### src/rtl/mme_pkg.sv
// mme_pkg: sizes, state and tag types and the dimension clamp for the matrix multiply engine
// no dependencies; imported by matrix_multiply_engine
package mme_pkg;

    // largest matrix dimension and operand width
    localparam int MAX_DIM      = 8;
    localparam int OPERAND_BITS = 16;

    // widths that follow from the sizes
    localparam int STORE_DEPTH = MAX_DIM * MAX_DIM;
    localparam int ADDR_W      = $clog2(STORE_DEPTH);
    localparam int CNT_W       = $clog2(STORE_DEPTH + 1);
    localparam int DIM_W       = $clog2(MAX_DIM + 1);
    localparam int IDX_W       = $clog2(MAX_DIM);
    localparam int MUL_W       = 2 * OPERAND_BITS;

    // fixed field widths of the ports
    localparam int CFG_BITS     = 4;
    localparam int CFG_IDX_BITS = 2;
    localparam int PRODUCT_BITS = 35;
    localparam int ROW_BITS     = 3;

    // register indexes
    localparam logic [CFG_IDX_BITS-1:0] REG_ROWS_A    = 2'd0;
    localparam logic [CFG_IDX_BITS-1:0] REG_INNER_DIM = 2'd1;
    localparam logic [CFG_IDX_BITS-1:0] REG_COLS_B    = 2'd2;

    localparam logic [CFG_BITS-1:0] CFG_RESET = 4'd8;

    typedef enum logic [1:0] {
        ST_LOAD_A,
        ST_LOAD_B,
        ST_COMPUTE
    } t_state;

    // control that travels with each multiply through the pipeline
    typedef struct packed {
        logic             valid;
        logic             first;
        logic             last_k;
        logic             last_res;
        logic [IDX_W-1:0] row;
        logic [IDX_W-1:0] col;
    } t_tag;

    // zero reads as one, anything above the largest size as the largest size
    function automatic logic [DIM_W-1:0] eff_dim(input logic [CFG_BITS-1:0] v);
        logic [DIM_W-1:0] d;
        if (v == '0) begin
            d = DIM_W'(1);
        end else if (v > CFG_BITS'(MAX_DIM)) begin
            d = DIM_W'(MAX_DIM);
        end else begin
            d = DIM_W'(v);
        end
        return d;
    endfunction

endpackage

### src/rtl/matrix_multiply_engine.sv
// matrix_multiply_engine: loads A then B into two stores, then runs one shared MAC over them
// depends on mme_pkg
//
// channel   direction  handshake                   payload
// operand   in         i_in_valid / o_in_stall     i_operand_value
// result    out        o_out_valid / i_out_stall   o_product_value, o_out_row, o_out_col,
//                                                  o_last_result
// config    in         i_cfg_we                    i_cfg_index, i_cfg_data
//
// operand beats: M*K beats of A, then K*N beats of B
// the MAC issues one store read pair per cycle unless the result is stalled, M*N*K pairs per run, and each result
// shows once its last pair has passed the store read, multiply and output registers
// operand beats are stalled during the MAC phase; a stalled result freezes the pipeline
// reset (synchronous, active low) restores 8x8x8 and the load of A; stores need no clear
module matrix_multiply_engine
    import mme_pkg::*;
(
    input  logic                           i_clk,
    input  logic                           i_rst_n,
    input  logic                           i_cfg_we,
    input  logic [CFG_IDX_BITS-1:0]        i_cfg_index,
    input  logic [CFG_BITS-1:0]            i_cfg_data,
    input  logic                           i_in_valid,
    output logic                           o_in_stall,
    input  logic signed [OPERAND_BITS-1:0] i_operand_value,
    output logic                           o_out_valid,
    input  logic                           i_out_stall,
    output logic signed [PRODUCT_BITS-1:0] o_product_value,
    output logic [ROW_BITS-1:0]            o_out_row,
    output logic [ROW_BITS-1:0]            o_out_col,
    output logic                           o_last_result
);

    // configuration
    logic [CFG_BITS-1:0] r_rows_a, r_inner_dim, r_cols_b;
    logic [DIM_W-1:0]    w_m, w_k, w_n, w_m_m1, w_k_m1, w_n_m1;
    logic [CNT_W-1:0]    w_total_a, w_total_b;
    logic                w_cfg_hit;

    // control
    t_state              r_state, n_state;
    logic [CNT_W-1:0]    r_load_cnt, w_cnt_inc;
    logic                w_in_accept, w_load_end, w_adv, w_issue;
    logic                w_last_t, w_last_c, w_last_r;
    logic [IDX_W-1:0]    r_t, r_c, r_r;
    logic [ADDR_W-1:0]   r_a_addr, r_b_addr, r_row_base;

    // stores and datapath
    logic [OPERAND_BITS-1:0]        r_a_mem [STORE_DEPTH];
    logic [OPERAND_BITS-1:0]        r_b_mem [STORE_DEPTH];
    logic [OPERAND_BITS-1:0]        r_a_rd, r_b_rd;
    logic signed [MUL_W-1:0]        r_prod;
    logic signed [PRODUCT_BITS-1:0] r_acc, w_acc_next, w_prod_ext;
    t_tag                           r_s1, r_s2, w_tag;

    // output register
    logic                           r_out_valid, r_out_last;
    logic signed [PRODUCT_BITS-1:0] r_out_value;
    logic [IDX_W-1:0]               r_out_row, r_out_col;

    // effective sizes and phase lengths
    assign w_m       = eff_dim(r_rows_a);
    assign w_k       = eff_dim(r_inner_dim);
    assign w_n       = eff_dim(r_cols_b);
    assign w_m_m1    = w_m - DIM_W'(1);
    assign w_k_m1    = w_k - DIM_W'(1);
    assign w_n_m1    = w_n - DIM_W'(1);
    assign w_total_a = CNT_W'(w_m) * CNT_W'(w_k);
    assign w_total_b = CNT_W'(w_k) * CNT_W'(w_n);

    assign w_cfg_hit = i_cfg_we && (i_cfg_index == REG_ROWS_A ||
                                    i_cfg_index == REG_INNER_DIM ||
                                    i_cfg_index == REG_COLS_B);

    // handshake and pipeline advance
    assign w_in_accept = i_in_valid && !o_in_stall;
    assign w_cnt_inc   = r_load_cnt + CNT_W'(1);
    assign w_load_end  = (r_state == ST_LOAD_A) ? (w_cnt_inc == w_total_a)
                                                : (w_cnt_inc == w_total_b);
    assign w_adv       = !r_out_valid || !i_out_stall;
    assign w_last_t    = (r_t == w_k_m1[IDX_W-1:0]);
    assign w_last_c    = (r_c == w_n_m1[IDX_W-1:0]);
    assign w_last_r    = (r_r == w_m_m1[IDX_W-1:0]);

    // configuration registers
    always_ff @(posedge i_clk) begin
        if (!i_rst_n) begin
            r_rows_a    <= CFG_RESET;
            r_inner_dim <= CFG_RESET;
            r_cols_b    <= CFG_RESET;
        end else if (i_cfg_we) begin
            case (i_cfg_index)
                REG_ROWS_A:    r_rows_a    <= i_cfg_data;
                REG_INNER_DIM: r_inner_dim <= i_cfg_data;
                REG_COLS_B:    r_cols_b    <= i_cfg_data;
                default: begin
                end
            endcase
        end
    end

    // next state
    always_comb begin
        n_state = r_state;
        if (w_cfg_hit) begin
            n_state = ST_LOAD_A;
        end else begin
            case (r_state)
                ST_LOAD_A: begin
                    if (w_in_accept && w_load_end) n_state = ST_LOAD_B;
                end
                ST_LOAD_B: begin
                    if (w_in_accept && w_load_end) n_state = ST_COMPUTE;
                end
                ST_COMPUTE: begin
                    if (w_issue && w_last_t && w_last_c && w_last_r) n_state = ST_LOAD_A;
                end
                default: n_state = ST_LOAD_A;
            endcase
        end
    end

    // state outputs
    always_comb begin
        case (r_state)
            ST_LOAD_A, ST_LOAD_B: begin
                o_in_stall = 1'b0;
                w_issue    = 1'b0;
            end
            ST_COMPUTE: begin
                o_in_stall = 1'b1;
                w_issue    = w_adv;
            end
            default: begin
                o_in_stall = 1'b1;
                w_issue    = 1'b0;
            end
        endcase
    end

    // state and load counter
    always_ff @(posedge i_clk) begin
        if (!i_rst_n) begin
            r_state    <= ST_LOAD_A;
            r_load_cnt <= '0;
        end else begin
            r_state <= n_state;
            if (w_cfg_hit) begin
                r_load_cnt <= '0;
            end else if (w_in_accept) begin
                r_load_cnt <= w_load_end ? '0 : w_cnt_inc;
            end
        end
    end

    // loop counters and store addresses of the MAC phase
    always_ff @(posedge i_clk) begin
        if (w_in_accept && r_state == ST_LOAD_B && w_load_end) begin
            r_t        <= '0;
            r_c        <= '0;
            r_r        <= '0;
            r_a_addr   <= '0;
            r_b_addr   <= '0;
            r_row_base <= '0;
        end else if (w_issue) begin
            if (!w_last_t) begin
                r_t      <= r_t + IDX_W'(1);
                r_a_addr <= r_a_addr + ADDR_W'(1);
                r_b_addr <= r_b_addr + ADDR_W'(w_n);
            end else if (!w_last_c) begin
                r_t      <= '0;
                r_c      <= r_c + IDX_W'(1);
                r_a_addr <= r_row_base;
                r_b_addr <= ADDR_W'(r_c) + ADDR_W'(1);
            end else begin
                r_t        <= '0;
                r_c        <= '0;
                r_r        <= r_r + IDX_W'(1);
                r_row_base <= r_row_base + ADDR_W'(w_k);
                r_a_addr   <= r_row_base + ADDR_W'(w_k);
                r_b_addr   <= '0;
            end
        end
    end

    // operand stores: written on load beats, read on issue
    always_ff @(posedge i_clk) begin
        if (w_in_accept && r_state == ST_LOAD_A) begin
            r_a_mem[r_load_cnt[ADDR_W-1:0]] <= i_operand_value;
        end
        if (w_issue) begin
            r_a_rd <= r_a_mem[r_a_addr];
        end
    end

    always_ff @(posedge i_clk) begin
        if (w_in_accept && r_state == ST_LOAD_B) begin
            r_b_mem[r_load_cnt[ADDR_W-1:0]] <= i_operand_value;
        end
        if (w_issue) begin
            r_b_rd <= r_b_mem[r_b_addr];
        end
    end

    // tag of the pair being issued
    always_comb begin
        w_tag.valid    = w_issue;
        w_tag.first    = (r_t == '0);
        w_tag.last_k   = w_last_t;
        w_tag.last_res = w_last_c && w_last_r;
        w_tag.row      = r_r;
        w_tag.col      = r_c;
    end

    // pipeline tags
    always_ff @(posedge i_clk) begin
        if (!i_rst_n) begin
            r_s1 <= '0;
            r_s2 <= '0;
        end else if (w_adv) begin
            r_s1 <= w_tag;
            r_s2 <= r_s1;
        end
    end

    // multiply stage
    always_ff @(posedge i_clk) begin
        if (w_adv && r_s1.valid) begin
            r_prod <= $signed(r_a_rd) * $signed(r_b_rd);
        end
    end

    // accumulate stage
    assign w_prod_ext = PRODUCT_BITS'(r_prod);
    assign w_acc_next = r_s2.first ? w_prod_ext : r_acc + w_prod_ext;

    always_ff @(posedge i_clk) begin
        if (w_adv && r_s2.valid) begin
            r_acc <= w_acc_next;
        end
    end

    // output register
    always_ff @(posedge i_clk) begin
        if (!i_rst_n) begin
            r_out_valid <= 1'b0;
        end else if (w_adv) begin
            r_out_valid <= r_s2.valid && r_s2.last_k;
        end
    end

    always_ff @(posedge i_clk) begin
        if (w_adv && r_s2.valid && r_s2.last_k) begin
            r_out_value <= w_acc_next;
            r_out_row   <= r_s2.row;
            r_out_col   <= r_s2.col;
            r_out_last  <= r_s2.last_res;
        end
    end

    assign o_out_valid     = r_out_valid;
    assign o_product_value = r_out_value;
    assign o_out_row       = ROW_BITS'(r_out_row);
    assign o_out_col       = ROW_BITS'(r_out_col);
    assign o_last_result   = r_out_last;

    // load counter stays inside the phase being loaded
    a_load_bound: assert property (@(posedge i_clk) disable iff (!i_rst_n)
        (r_state == ST_LOAD_A) |-> (r_load_cnt < w_total_a))
        else $error("A load count beyond M*K");

    a_load_b_bound: assert property (@(posedge i_clk) disable iff (!i_rst_n)
        (r_state == ST_LOAD_B) |-> (r_load_cnt < w_total_b))
        else $error("B load count beyond K*N");

    // inner counter never passes K-1 during the MAC phase
    a_inner_bound: assert property (@(posedge i_clk) disable iff (!i_rst_n)
        (r_state == ST_COMPUTE) |-> (r_t <= w_k_m1[IDX_W-1:0]))
        else $error("inner counter beyond K-1");

    // issue of the final pair ends the MAC phase
    a_run_end: assert property (@(posedge i_clk) disable iff (!i_rst_n)
        (w_issue && w_last_t && w_last_c && w_last_r) |=> (r_state == ST_LOAD_A))
        else $error("MAC phase did not end after final issue");

    // a stalled result freezes the accumulator and the output register
    a_freeze: assert property (@(posedge i_clk) disable iff (!i_rst_n)
        !w_adv |=> ($stable(r_acc) && $stable(r_out_valid) && $stable(r_out_value)))
        else $error("pipeline moved under output stall");

endmodule
### config.mk
export PLATFORM = sky130hd
export DESIGN_NAME = matrix_multiply_engine
export DESIGN_NICKNAME = d
export VERILOG_FILES = /design/src/rtl/mme_pkg.sv /design/src/rtl/matrix_multiply_engine.sv
export SDC_FILE = /design/constraint.sdc
export NUM_CORES = 2
export LEC_CHECK = 0
export BUFFER_PORTS_ARGS = -buffer_cell sky130_fd_sc_hd__buf_2
export CELL_PAD_IN_SITES_DETAIL_PLACEMENT = 0
export CELL_PAD_IN_SITES_GLOBAL_PLACEMENT = 1
export CORE_MARGIN = 1.5
export CORE_UTILIZATION = 56
export CTS_CLUSTER_DIAMETER = 120
export CTS_CLUSTER_SIZE = 14
export DETAILED_ROUTE_END_ITERATION = 8
export PLACE_DENSITY_LB_ADDON = 0.25
export SETUP_SLACK_MARGIN = 0.05
export SLEW_MARGIN = 0
export SYNTH_ARGS = -nofsm -noshare
export SYNTH_HDL_FRONTEND = slang
export SYNTH_SLANG_ARGS = --single-unit
### constraint.sdc
create_clock -name i_clk -period 8.4 [get_ports i_clk]
set_input_delay 2.1 -clock i_clk [delete_from_list [all_inputs] [get_ports i_clk]]
set_output_delay 2.1 -clock i_clk [all_outputs]
set_load 0.1 [all_outputs]
After elaboration in Yosys (flattened, before gate mapping)
Memory sizes are Yosys's and may differ from the RTL's. A register that Yosys moved wholly into a read port is not among the register bits. Cells that the tools add are included.

Flip-flop bits (word level): 178. Bits in writable memories: 2048. Input port bits: 27. Output and inout port bits: 44. Logic and storage cells: 121. Memories: 2.

Add/subtract/negate cells: 12. Multipliers: 3. $lt $le $gt $ge: 3. Equality and inequality tests: 12. Mux-type cells: 25. Bitwise gates (word level): 1. Reductions and logical operators: 33.

Memories: r_a_mem (depth 64, bits a word 16, rd ports 1, clocked after memory_dff 1, write ports 1, line matrix_multiply_engine.sv:49) `logic [OPERAND_BITS-1:0] r_a_mem [STORE_DEPTH];`; r_b_mem (depth 64, bits a word 16, rd ports 1, clocked after memory_dff 1, write ports 1, line matrix_multiply_engine.sv:50) `logic [OPERAND_BITS-1:0] r_b_mem [STORE_DEPTH];`.

Operators with widths (count): $add 35x32->35 (1); $mux 35 (1); $mul 16x16->32 (1); $mux 4 (7); $mux 6 (3); $eq 7x7->1 (2); $logic_and 1x1->1 (14); $mul 4x4->7 (2); $add 6x4->6 (2); $gt 4x4->1 const B (3); $logic_not 4->1 (3); $add 3x1->3 const B (3); $eq 3x3->1 (3); $sub 3x1->3 const B (3); $reduce_and 2->1 (4); $add 7x1->7 const B (1); $mux 1 (7); $mux 7 (1); $add 6x1->6 const B (1); $mux 2 (3); $mux 3 (2); $ne 2x2->1 const B (3); $pmux 2 s3 (1); $reduce_and 3->1 (2); other kinds (9) (16).

Logic depth before layout (Yosys ltp)
Depth after elaboration: 10. Mapped depth: 23. Depth with buffers taken out: 22.

Least setup slack after synthesis
OpenSTA, ideal clock, no wires.

Path type: reg-to-reg. Start: register r_a_rd[15], read port of r_a_mem. End: register r_prod[29] (data pin). Setup time: 0.274 ns. Arrival: 5.691 ns. Data required time: 8.126 ns. Path slack: 2.436 ns. Cell stages (with the launch flop): 22. Buffers on the path: 1. Period minus slack after synthesis: 5.964 ns. Cell sequence: edfxtp_1 clkbuf_1 nand2_1 inv_1 fa_1 fa_1 fa_1 fa_1 fa_1 inv_1 fa_1 inv_1 ha_1 a21o_1 a21o_1 a21oi_1 nor2b_1 o21ai_0 a21oi_1 nor2_1 o41ai_1 xor2_1.

Longest elaborated chain between the ends: 1.

RTL lines: start, declared (line matrix_multiply_engine.sv:51) `logic [OPERAND_BITS-1:0] r_a_rd, r_b_rd;`; $mul 16x16->32 (line matrix_multiply_engine.sv:229) `r_prod <= $signed(r_a_rd) * $signed(r_b_rd);`; end signal, assigned (line matrix_multiply_engine.sv:229); end, declared (line matrix_multiply_engine.sv:52) `logic signed [MUL_W-1:0] r_prod;`.

Every way passes these cells. A chain may end at the register's enable or synchronous reset.

Worst setup path in the final report
Start: register r_a_rd[6], read port of r_a_mem. End: register r_prod[25] (data pin).

The elaborated chain is that of the path after synthesis.

==> results.yml <==
sta:
  drv_slew: 0
  tns_ns: 0
  worst_pin_slew_ns: 1.23
  setup-violations-final: 0
  max-slew-margin-rel_pct: 18.1
  hold_ws_ns: 0.435
  min_period_over_period_pct: 79.0
  finalClockSkew_ns: 0.0454
  rsz0062_at_grt: "no"
  finalHoldViolCount: 0
  final.min_clock_period_ns: 6.64
  timing.fmax_ghz: 0.151
logic_synthesis:
  syn_area_per_cell_um2: 19.2
  synth_top_area_share_pct: 66.8
  ys_dominant_reg_cell: "edfxtp_1"
  syn-cell-area_mm2: 0.0985
  seq_area_frac_synth_pct: 68.2
  synth_fp_nets: 5585
  async_reset_ff_share_pct: 0
  synth_top_cells_by_count: "edfxtp_1 (2189), mux4_2 (672), inv_1 (321)"
  synth_most_common_cell: "edfxtp_1"
  syn_inst: 5132
  synth-edff-count: 2189
  yosysWarnings: 0
  synth_area_leaders: "edfxtp_1 (67%), mux4_2 (15%), fa_1 (5.6%)"
  ys_ff_latch: 2258
  ys_types: 65
  yosysTopAreaCell: "edfxtp_1"
layout:
  post-route-util_pct: 61.5
  area_growth_pct: 8.73
  drive_gt1_share_pct: 21.6
  n_antenna_cell: 0
  post_layout_nonfiller_instances: 7652
  nets: 5752
route:
  drtPass1Iterations: 5
  drt-total-wl_mm: 223
  ant_nets: 0
  drt_iter0_drc: 5600
  drc: 0
  routed_via_density: 6.31
  wire_per_inst_um: 29.2
  num_vias: 48300
clocking:
  cts_tree: "yes"
  ctsHoldBuffers: 0
  clk_pin_slew_ns: 0.07
  cts_max_level: 4
  root_buffer: "clkbuf_16"
  clk_latency_ns: 0.86
  cts_resized: 0
  cts_buffers: 179
  postCtsSetupRepairBufs: 0
  cts.path.max_buffers: 3
  cts_sinks: 2258
worst_setup_path:
  crit_fanout: 16
  critPathKind: "reg2reg"
  crit_slowest_cell: "edfxtp_1"
  path_cells: "and2_1, fa_1, fa_1, ha_1, inv_1, fa_1, inv_1, fa_1, inv_1, fa_1, inv_1, ha_1, a21o_1, a21o_1, a21oi_1, o2111ai_1, a31oi_1, o21ai_0, a221oi_1, o21ai_0, xor2_1"
  critical-path-top-cell-by-count: "fa_1"
  crit_path_end_kind: "register"
  worstPathRequired_ns: 8.99
  rr_endpoint: "r_prod[25]"
  ff2ff_path_depth: 21
  cp-start-kind: "register"
  cp.arrival_ns: 7.23
  critPathMaxStageDelay_ns: 0.73
  timing.rr.start: "r_a_rd[6]"
  regToRegSetupSlack_ns: 1.76
die:
  initial_utilization_pct: 56.5
  die_area_mm2: 0.178
  core_area_mm2: 0.174
  io_pins: 71
  die_w_um: 422
  row_count: 153
  die_y_um: 422
hold_path:
  min_from: "r_s2[4]"
  min_to: "o_out_row[1]"
  hold_depth: 0
  holdCritPathClass: "reg2reg"
grt:
  gr-usage-met2_pct: 40.5
  grt_max_degree: 106
  met3_usage_pct: 3.99
  top_usage_layer: "met2"
  grt_pass1_vias: 49000
  antenna_found_initial: 7
  gr-usage-met1_pct: 37.7
  grt_use_total_pct: 25.6
  overflow: 0
  grt_pass1_wl_mm: 331
place:
  io_buffers: 70
  dp.cells: 7443
  hpwl_mm: 138
  gp_congestion: 0.854
pwr:
  peakVddDrop_mv: 0.198
  leakage_nw: 34.6
  powerDensity_mw_per_mm2: 189
flow_run:
  maxCapViolCount: 0
outcome:
  status: "finished clean"
[cells in the final DEF (no fill, tap or decap), drive strengths merged, types with 29 or more instances in the layout]
master | synthesis | final
nand2 | 275 | 275
o21ai | 75 | 75
xnor2 | 78 | 78
and2 | 137 | 137
nor2 | 225 | 225
nand3 | 29 | 29
a21oi | 78 | 78
clkbuf | 177 | 193
mux4 | 672 | 672
xor2 | 32 | 32
ha | 153 | 153
fa | 273 | 273
a21o | 30 | 30
edfxtp | 2189 | 2189
buf | 63 | 226
inv | 322 | 325
dfxtp | 69 | 69
[kinds of logic (layout without fill, tap and decap cells)]
group	after synthesis	in the layout	synth area share, %
multiplexers	694	694	15.6
flip-flops	2258	2258	68.2
buffers and inverters	562	757	2.18
adder cells (fa/ha/maj)	426	426	7.50
XOR/XNOR	110	110	0.979
AND/OR/NAND/NOR	800	800	3.78
AO/OA/AOI/OAI	282	282	1.79
[worst max path at each step]
stage | from | endpoint | slack, ns | cells past startpoint
6_report | r_a_rd[6] | r_prod[25] | 1.76 | 21
5_1_grt | r_a_rd[6] | r_prod[29] | 1.31 | 21
4_1_cts | r_b_rd[2] | r_prod[29] | 1.80 | 21
3_5_place_dp | r_b_rd[2] | r_prod[29] | 1.78 | 21
3_3_place_gp | r_a_rd[6] | r_prod[25] | 1.79 | 21
2_1_floorplan | r_a_rd[15] | r_prod[29] | 2.44 | 21
[routing by layer]
| metal | vias to the layer above | part of all wire, % |
|---|---|---|
| li1 | 20200 | - |
| met1 | 25800 | 41 |
| met2 | 1991 | 48 |
| met3 | 303 | 7.7 |
| met4 | 2 | 2.5 |
| met5 | - | 0.0058 |
[area by class of cell]
cell class	instances	area [µm²]
fillers	12200	67200
flip-flops and latches	2258	67100
multi-input cells	2312	29300
clock buffers	193	4550
well taps	2325	2910
repair buffers	226	1600
inverters	322	1210
clock inverters	16	327
[worst max-delay path, delay by kind of cell (launching register included)]
| kind | cells | cell delay [ns] |
|---|---|---|
| buffers and inverters | 4 | 0.19 |
| flip-flops | 1 | 0.73 |
| AND/OR/NAND/NOR | 1 | 0.24 |
| adder cells (fa/ha/maj) | 7 | 2.94 |
| AO/OA/AOI/OAI | 8 | 2.12 |
| XOR/XNOR | 1 | 0.17 |
[registers in the layout, indices dropped and copies added (netlist names), 7 cells and up]
name	count
r_s1	10
r_prod	32
o_product_value	35
r_b_rd	16
r_s2	10
r_a_mem	1024
r_a_rd	16
r_acc	35
r_b_mem	1024
r_load_cnt	7
[stage by stage]
step                area [µm²]  setup slack, ns  total power, mW
finish                  107000             1.76             20.3
floorplan                98500             2.44             12.7
detailed placement      102000             1.78             12.9
CTS                     107000             1.80             20.4
global placement        102000             1.79             12.9
global route            107000             1.31             20.8
[where the power goes]
part	internal, mW	total, mW	switching (mW)
Combinational	0.0572	0.290	0.233
Sequential	12.3	12.4	0.00867
Clock	3.85	7.64	3.79
Total	16.3	20.3	4.03
No activity file was read; power rests on OpenSTA's default activity.
